<file path="src/weighted_random_selector_core_assert.svh">
// Assertion macros shared by the weighted random selector RTL.
`ifndef WEIGHTED_RANDOM_SELECTOR_CORE_ASSERT_SVH
`define WEIGHTED_RANDOM_SELECTOR_CORE_ASSERT_SVH

// The consequent must hold in the same cycle as the antecedent.
`define WRS_ASSERT_IMPLY(name, ante, cons) \
    name: assert property (@(posedge clk) disable iff (!rst_n) (ante) |-> (cons)) \
        else $error("weighted_random_selector_core: assertion failed");

// The consequent must hold in the cycle after the antecedent.
`define WRS_ASSERT_NEXT(name, ante, cons) \
    name: assert property (@(posedge clk) disable iff (!rst_n) (ante) |=> (cons)) \
        else $error("weighted_random_selector_core: assertion failed");

`endif

</file>
<file path="src/wrs_pkg.sv">
// Shared constants and types for the weighted random selector.
package wrs_pkg;

    localparam int SLOT_COUNT  = 16;
    localparam int WEIGHT_BITS = 16;
    localparam int SLOT_BITS   = 4;
    localparam int FRAC_BITS   = 16;
    localparam int COUNT_BITS  = 5;
    localparam int SUM_BITS    = WEIGHT_BITS + $clog2(SLOT_COUNT);
    localparam int PROD_BITS   = SUM_BITS + FRAC_BITS;
    localparam int CYC_BITS    = $clog2(SLOT_COUNT + 1);

    typedef struct packed {
        logic scan;
        logic wr_en;
        logic in_use;
    } cell_ctl_t;

    typedef struct packed {
        logic [SUM_BITS-1:0]  acc;
        logic                 hit;
        logic [SLOT_BITS-1:0] idx;
    } link_t;

endpackage

</file>
<file path="src/wrs_cell.sv">
// One slot cell: holds a weight and extends the running sum passed along the row.
module wrs_cell
(
    input  logic                            clk,
    input  logic                            rst_n,
    input  wrs_pkg::cell_ctl_t              ctl,
    input  logic [wrs_pkg::SLOT_BITS-1:0]   cell_id,
    input  logic [wrs_pkg::WEIGHT_BITS-1:0] wr_weight,
    input  logic [wrs_pkg::SUM_BITS-1:0]    target,
    input  wrs_pkg::link_t                  link_in,
    output wrs_pkg::link_t                  link_out
);

    logic [wrs_pkg::WEIGHT_BITS-1:0] weight_reg;
    logic [wrs_pkg::WEIGHT_BITS-1:0] weight_next;
    wrs_pkg::link_t                  link_reg;
    wrs_pkg::link_t                  link_next;
    logic [wrs_pkg::SUM_BITS-1:0]    acc_sum;

    always_comb
    begin
        weight_next = ctl.wr_en ? wr_weight : weight_reg;
    end

    always_comb
    begin
        acc_sum = link_in.acc
                + (ctl.in_use ? wrs_pkg::SUM_BITS'(weight_reg) : '0);
        link_next     = link_in;
        link_next.acc = acc_sum;
        if (ctl.scan && !link_in.hit && ctl.in_use && (acc_sum > target))
        begin
            link_next.hit = 1'b1;
            link_next.idx = cell_id;
        end
        if (!ctl.scan)
        begin
            link_next.hit = 1'b0;
        end
    end

    always_ff @(posedge clk or negedge rst_n)
    begin
        if (!rst_n)
        begin
            weight_reg <= '0;
        end
        else
        begin
            weight_reg <= weight_next;
        end
    end

    always_ff @(posedge clk)
    begin
        link_reg <= link_next;
    end

    assign link_out = link_reg;

endmodule

</file>
<file path="src/weighted_random_selector_core.sv">
// Top level of the weighted random selector: control, cell row and result register.
// A write beat is accepted only while the core is idle. A select beat runs one row pass to form
// the total, the multiply state, one scan pass and the load of the result register, after which
// its result is valid. The next beat is accepted once the core is back in idle, so selects also
// wait while a previous result that is still stalled holds up the load.
// Reset clears all slot weights, the slot count register and all control state.
module weighted_random_selector_core
(
    input  logic                            clk,
    input  logic                            rst_n,
    input  logic                            cfg_valid,
    output logic                            cfg_ready,
    input  logic [wrs_pkg::COUNT_BITS-1:0]  cfg_data,
    input  logic                            req_valid,
    output logic                            req_stall,
    input  logic                            mode,
    input  logic [wrs_pkg::SLOT_BITS-1:0]   slot,
    input  logic [15:0]                     weight,
    input  logic [wrs_pkg::FRAC_BITS-1:0]   random_fraction,
    output logic                            rsp_valid,
    input  logic                            rsp_stall,
    output logic                            found,
    output logic [wrs_pkg::SLOT_BITS-1:0]   chosen_slot
);

    typedef enum logic [4:0]
    {
        S_IDLE = 5'b00001,
        S_SUM  = 5'b00010,
        S_MUL  = 5'b00100,
        S_SCAN = 5'b01000,
        S_DONE = 5'b10000
    } state_t;

    localparam logic MODE_WRITE = 1'b0;

    state_t                              state_reg;
    state_t                              state_next;
    logic [wrs_pkg::CYC_BITS-1:0]        cyc_reg;
    logic [wrs_pkg::CYC_BITS-1:0]        cyc_next;
    logic [wrs_pkg::COUNT_BITS-1:0]      count_reg;
    logic [wrs_pkg::COUNT_BITS-1:0]      count_next;
    logic [wrs_pkg::FRAC_BITS-1:0]       frac_reg;
    logic [wrs_pkg::FRAC_BITS-1:0]       frac_next;
    logic [wrs_pkg::PROD_BITS-1:0]       prod_reg;
    logic [wrs_pkg::PROD_BITS-1:0]       prod_next;
    logic                                zero_reg;
    logic                                zero_next;
    logic                                rsp_valid_reg;
    logic                                rsp_valid_next;
    logic                                found_reg;
    logic                                found_next;
    logic [wrs_pkg::SLOT_BITS-1:0]       chosen_reg;
    logic [wrs_pkg::SLOT_BITS-1:0]       chosen_next;

    logic                                req_accept;
    logic                                wr_accept;
    logic                                load_rsp;
    logic                                last_cyc;
    logic [wrs_pkg::COUNT_BITS-1:0]      count_sat;
    logic [wrs_pkg::WEIGHT_BITS-1:0]     wr_weight;
    logic [wrs_pkg::SUM_BITS-1:0]        target;
    wrs_pkg::link_t                      links [wrs_pkg::SLOT_COUNT+1];
    wrs_pkg::cell_ctl_t                  cell_ctl [wrs_pkg::SLOT_COUNT];

    assign cfg_ready  = 1'b1;
    assign req_stall  = (state_reg != S_IDLE);
    assign req_accept = req_valid && !req_stall;
    assign wr_accept  = req_accept && (mode == MODE_WRITE);
    assign last_cyc   = (cyc_reg == wrs_pkg::CYC_BITS'(wrs_pkg::SLOT_COUNT - 1));
    assign load_rsp   = (state_reg == S_DONE) && !(rsp_valid_reg && rsp_stall);
    assign wr_weight  = wrs_pkg::WEIGHT_BITS'(weight);
    assign target     = prod_reg[wrs_pkg::FRAC_BITS +: wrs_pkg::SUM_BITS];

    assign count_sat = (count_reg > wrs_pkg::COUNT_BITS'(wrs_pkg::SLOT_COUNT))
                     ? wrs_pkg::COUNT_BITS'(wrs_pkg::SLOT_COUNT) : count_reg;

    assign links[0] = '0;

    for (genvar i = 0; i < wrs_pkg::SLOT_COUNT; i++)
    begin : g_cell
        always_comb
        begin
            cell_ctl[i].scan   = (state_reg == S_SCAN) || (state_reg == S_DONE);
            cell_ctl[i].wr_en  = wr_accept && (int'(slot) == i);
            cell_ctl[i].in_use = (int'(count_sat) > i);
        end

        wrs_cell u_cell
        (
            .clk       (clk),
            .rst_n     (rst_n),
            .ctl       (cell_ctl[i]),
            .cell_id   (wrs_pkg::SLOT_BITS'(i)),
            .wr_weight (wr_weight),
            .target    (target),
            .link_in   (links[i]),
            .link_out  (links[i+1])
        );
    end

    always_comb
    begin
        state_next = state_reg;
        cyc_next   = cyc_reg + 1'b1;
        case (state_reg)
            S_IDLE:
            begin
                cyc_next = '0;
                if (req_accept && (mode != MODE_WRITE))
                begin
                    state_next = S_SUM;
                end
            end
            S_SUM:
            begin
                if (last_cyc)
                begin
                    state_next = S_MUL;
                end
            end
            S_MUL:
            begin
                cyc_next   = '0;
                state_next = S_SCAN;
            end
            S_SCAN:
            begin
                if (last_cyc)
                begin
                    state_next = S_DONE;
                end
            end
            S_DONE:
            begin
                cyc_next = '0;
                if (load_rsp)
                begin
                    state_next = S_IDLE;
                end
            end
            default:
            begin
                cyc_next   = '0;
                state_next = S_IDLE;
            end
        endcase
    end

    always_comb
    begin
        count_next = (cfg_valid && cfg_ready) ? cfg_data : count_reg;
        frac_next  = req_accept ? random_fraction : frac_reg;
        prod_next  = prod_reg;
        zero_next  = zero_reg;
        if (state_reg == S_MUL)
        begin
            prod_next = wrs_pkg::PROD_BITS'(frac_reg)
                      * wrs_pkg::PROD_BITS'(links[wrs_pkg::SLOT_COUNT].acc);
            zero_next = (links[wrs_pkg::SLOT_COUNT].acc == '0);
        end
        rsp_valid_next = (rsp_valid_reg && rsp_stall) || load_rsp;
        found_next     = found_reg;
        chosen_next    = chosen_reg;
        if (load_rsp)
        begin
            found_next  = !zero_reg && links[wrs_pkg::SLOT_COUNT].hit;
            chosen_next = found_next ? links[wrs_pkg::SLOT_COUNT].idx : '0;
        end
    end

    always_ff @(posedge clk or negedge rst_n)
    begin
        if (!rst_n)
        begin
            state_reg     <= S_IDLE;
            cyc_reg       <= '0;
            count_reg     <= '0;
            rsp_valid_reg <= 1'b0;
        end
        else
        begin
            state_reg     <= state_next;
            cyc_reg       <= cyc_next;
            count_reg     <= count_next;
            rsp_valid_reg <= rsp_valid_next;
        end
    end

    always_ff @(posedge clk)
    begin
        frac_reg   <= frac_next;
        prod_reg   <= prod_next;
        zero_reg   <= zero_next;
        found_reg  <= found_next;
        chosen_reg <= chosen_next;
    end

    assign rsp_valid   = rsp_valid_reg;
    assign found       = found_reg;
    assign chosen_slot = chosen_reg;

`include "weighted_random_selector_core_assert.svh"

    `WRS_ASSERT_IMPLY(a_state_onehot, 1'b1, $onehot(state_reg))
    `WRS_ASSERT_IMPLY(a_not_found_zero, rsp_valid && !found, chosen_slot == '0)
    `WRS_ASSERT_IMPLY(a_found_in_use, rsp_valid && found, {1'b0, chosen_slot} < count_sat)
    `WRS_ASSERT_NEXT(a_done_loads, state_reg == S_DONE && !(rsp_valid && rsp_stall),
                     rsp_valid && state_reg == S_IDLE)

endmodule

</file>
<file path="config.mk">
export PLATFORM = sky130hd
export DESIGN_NAME = weighted_random_selector_core
export DESIGN_NICKNAME = d
export VERILOG_FILES = /design/src/wrs_pkg.sv /design/src/wrs_cell.sv /design/src/weighted_random_selector_core.sv
export VERILOG_INCLUDE_DIRS = /design/src /design/src/src
export SDC_FILE = /design/constraint.sdc
export NUM_CORES = 2
export LEC_CHECK = 0
export BUFFER_PORTS_ARGS = -buffer_cell sky130_fd_sc_hd__buf_2
export CAP_MARGIN = 15
export CORE_MARGIN = 5
export CORE_UTILIZATION = 60
export CTS_BUF_LIST = sky130_fd_sc_hd__clkbuf_2 sky130_fd_sc_hd__clkbuf_4 sky130_fd_sc_hd__clkbuf_8
export CTS_CLUSTER_SIZE = 30
export DETAILED_ROUTE_END_ITERATION = 10
export GPL_ROUTABILITY_DRIVEN = 0
export PLACE_DENSITY = 0.8
export SLEW_MARGIN = 10
export SYNTH_ARGS = -nofsm -noshare
export SYNTH_HDL_FRONTEND = slang
export SYNTH_SLANG_ARGS = --single-unit
</file>
<file path="constraint.sdc">
create_clock -name clk -period 9.6 [get_ports clk]
set_input_delay 0.96 -clock clk [delete_from_list [all_inputs] [get_ports clk]]
set_output_delay 0.96 -clock clk [all_outputs]
set_load 0.02 [all_outputs]
</file>
==> impl_metrics.tcl <==
set metrics [dict create \
    async_flop_share_pct 39.5 \
    cts_root_buf "clkbuf_8" \
    syn2layout_area_growth_pct 8.42 \
    tightest_slew_ps 1160 \
    synth_top_area_share_pct 16.8 \
    grt.busiest_layer "met2" \
    drive_above_1_share_pct 12.2 \
    largest_register_ffs 375 \
    via_per_inst 5.91 \
    setup_viol 0 \
    htreeDepth 3 \
    synth_edf_count 42 \
    vias 35900 \
    synth_area_leaders "ha_1, dfxtp_1, dfrtp_1, fa_1, mux2_2" \
    finalClockSkew_ps 51.1 \
    yosys_warnings 0 \
    cts.path.max_buffers 3 \
    start_kind "flip-flop" \
    report.final.slew_viol_count 0 \
    start_util_pct 60.7 \
    cp-end-kind "flip-flop" \
    met3_usage_pct 5.34 \
    ant_nets 0 \
    fillers 6240 \
    grt_use_met2_pct 46.6 \
    grt_pass1_vias 36900 \
    antenna_found_initial 12 \
    post_cts_buffers 0 \
    yosys-top-cells-count "ha_1, inv_1, dfxtp_1" \
    rsz0062_at_grt "no" \
    synth_top_cell_by_area "ha_1" \
    relSlewSlack_pct 22.6 \
    dp_hpwl_um 89900 \
    crit_type "reg -> reg" \
    gr-usage-met1_pct 39.4 \
    overflow 0 \
    synth_seq_area_share_pct 31.8 \
    cts_hold_buf 0 \
    coreArea_um2 80700 \
    synthDistinctLibCells 89 \
    grt_max_degree 75 \
    first_pass_iters 6 \
    synth_cells 4816 \
    grt_usage_pct 29.0 \
    worstSkewPairLatency_ps 750 \
    clkSlewWorstSetupHoldPaths_ps 70 \
    setup-tns-final_ps 0 \
    fp.dieW_um 296 \
    cap_violations 0 \
    die_height_um 296 \
    fp.dieArea_um2 87400 \
    drtIter0Drc 2842 \
    finalHoldViolations 0 \
    drc_errors 0 \
    cts.sinks 689 \
    status "finished, final reports clean" \
    cp_max_fo 17 \
    syn_nets 5784 \
    crit_required_ps 10060 \
    nets 5871 \
    routed_wl_um 125000 \
    boundaryPins 55 \
    fmax_mhz 142 \
    avgSynthCellArea_um2 10.2 \
    grt_first_pass_wirelength_um 200000 \
    hold_path.class "in -> async" \
    crit_arrival_ps 7500 \
    synth_most_common_cell "ha_1" \
    cts_buffers 114 \
    fin_crit_sh_pct 73.3 \
    rows 104 \
    avgRoutedWirePerCell_um 20.7 \
    synth_ff_type "dfxtp_1" \
    post_cts_resized 0 \
    period_minus_slack_ps 7040 \
    port_buffers 53 \
    ys_ff_latch 689 \
    cts_tree "built" \
    syn_area_um2 49000 \
]
## cell usage in the layout, fill, tap and decap left out, drive strengths merged, types with 11 or more instances in the layout
cell type,Yosys,layout
o21bai,21,21
dfxtp,375,375
nor2,174,174
a21oi,225,225
nor3,70,70
a21o,181,181
or3,27,27
inv,416,417
o211ai,24,24
nand2b,59,59
o21ai,113,113
and4,11,11
a31oi,23,23
or2,22,22
fa,264,264
o21a,63,63
nor4,23,23
buf,22,91
and3,26,26
nand2,317,317
nand3b,16,16
ha,657,657
dfrtp,271,271
mux2,261,261
xor2,67,67
a211oi,22,22
o31ai,15,15
edfxtp,42,42
clkinv,0,18
nand4,75,75
xnor2,190,190
and2,211,211
clkbuf,98,188
nor2b,252,252
nand3,61,61
## cell type report
type                    count  area [µm²]  area share [%]
clock inverters            30         380           0.717
repair buffers             91         561            1.06
inverters                 416        1560            2.94
diodes                      4        10.0          0.0189
multi-input cells        3591       31300            59.0
flip-flops and latches    689       15600            29.3
clock buffers             188        2340            4.41
well taps                1060        1330            2.50
## routing by layer
metal  routed length (µm)  vias up
met4                 5080        4
met1                53300    17400
li1                     -    16800
met5                   27        -
met2                56500     1337
met3                10500      302
## worst max-delay path, stage by stage (launching register included)
cell	delay, ps
dfxtp_1	800
nand2_1	170
fa_1	570
inv_1	50
fa_1	540
inv_1	60
fa_1	490
inv_1	50
fa_1	470
inv_1	50
fa_1	540
inv_1	60
fa_1	480
ha_1	290
o211ai_1	70
a21oi_1	210
o211ai_1	140
o21ai_1	500
nand3_1	330
o2111a_1	340
o31ai_2	290
a21oi_1	140
xnor2_1	140
## worst paths after layout
kind                                                                endpoint  cells past startpoint                                     from  slack [ps]
worst max-delay path                                  prod_reg[35]$_DFFE_PN_                     22   g_cell[15].u_cell.link_out[12]$_DFF_P_        2560
max in group asynchronous        g_cell[0].u_cell.weight_reg[11]$_DFFE_PN0P_                      3                                    rst_n        7130
worst min-delay path            g_cell[12].u_cell.weight_reg[15]$_DFFE_PN0P_                      1                                    rst_n         220
min in group clk                     g_cell[9].u_cell.link_out[0]$_SDFF_PP1_                      1  g_cell[8].u_cell.link_out[0]$_SDFF_PP0_         410
worst max register to register                        prod_reg[35]$_DFFE_PN_                     22   g_cell[15].u_cell.link_out[12]$_DFF_P_        2560
worst min register to register       g_cell[9].u_cell.link_out[0]$_SDFF_PP1_                      1  g_cell[8].u_cell.link_out[0]$_SDFF_PP0_         410
## kinds of logic (layout without fill, tap and decap cells)
family / Yosys count / after routing / share of synthesized area [%]
buf+inv: 536 / 725 / 4.24
mux: 261 / 261 / 6.08
flops: 689 / 689 / 31.8
compound gates: 795 / 795 / 10.8
simple gates: 1356 / 1356 / 14.9
other cells: 1 / 5 / 0.00766
fa+ha+maj: 921 / 921 / 27.6
xor+xnor: 257 / 257 / 4.60
## per-stage QoR
step	area, µm²	setup slack [ps]	hold slack (ps)	utilization, %	cells
2_1_floorplan	49000	3580	386	-	4816
3_3_place_gp	50300	2900	391	62.4	5846
3_5_place_dp	50300	2670	395	62.4	5846
4_1_cts	53100	2620	199	65.8	6064
5_1_grt	53100	2190	224	65.8	6066
6_report	53100	2560	217	65.8	6069
Power is not shown: default switching activity piles up to over one toggle a cycle in this logic, so the estimate is an artifact.
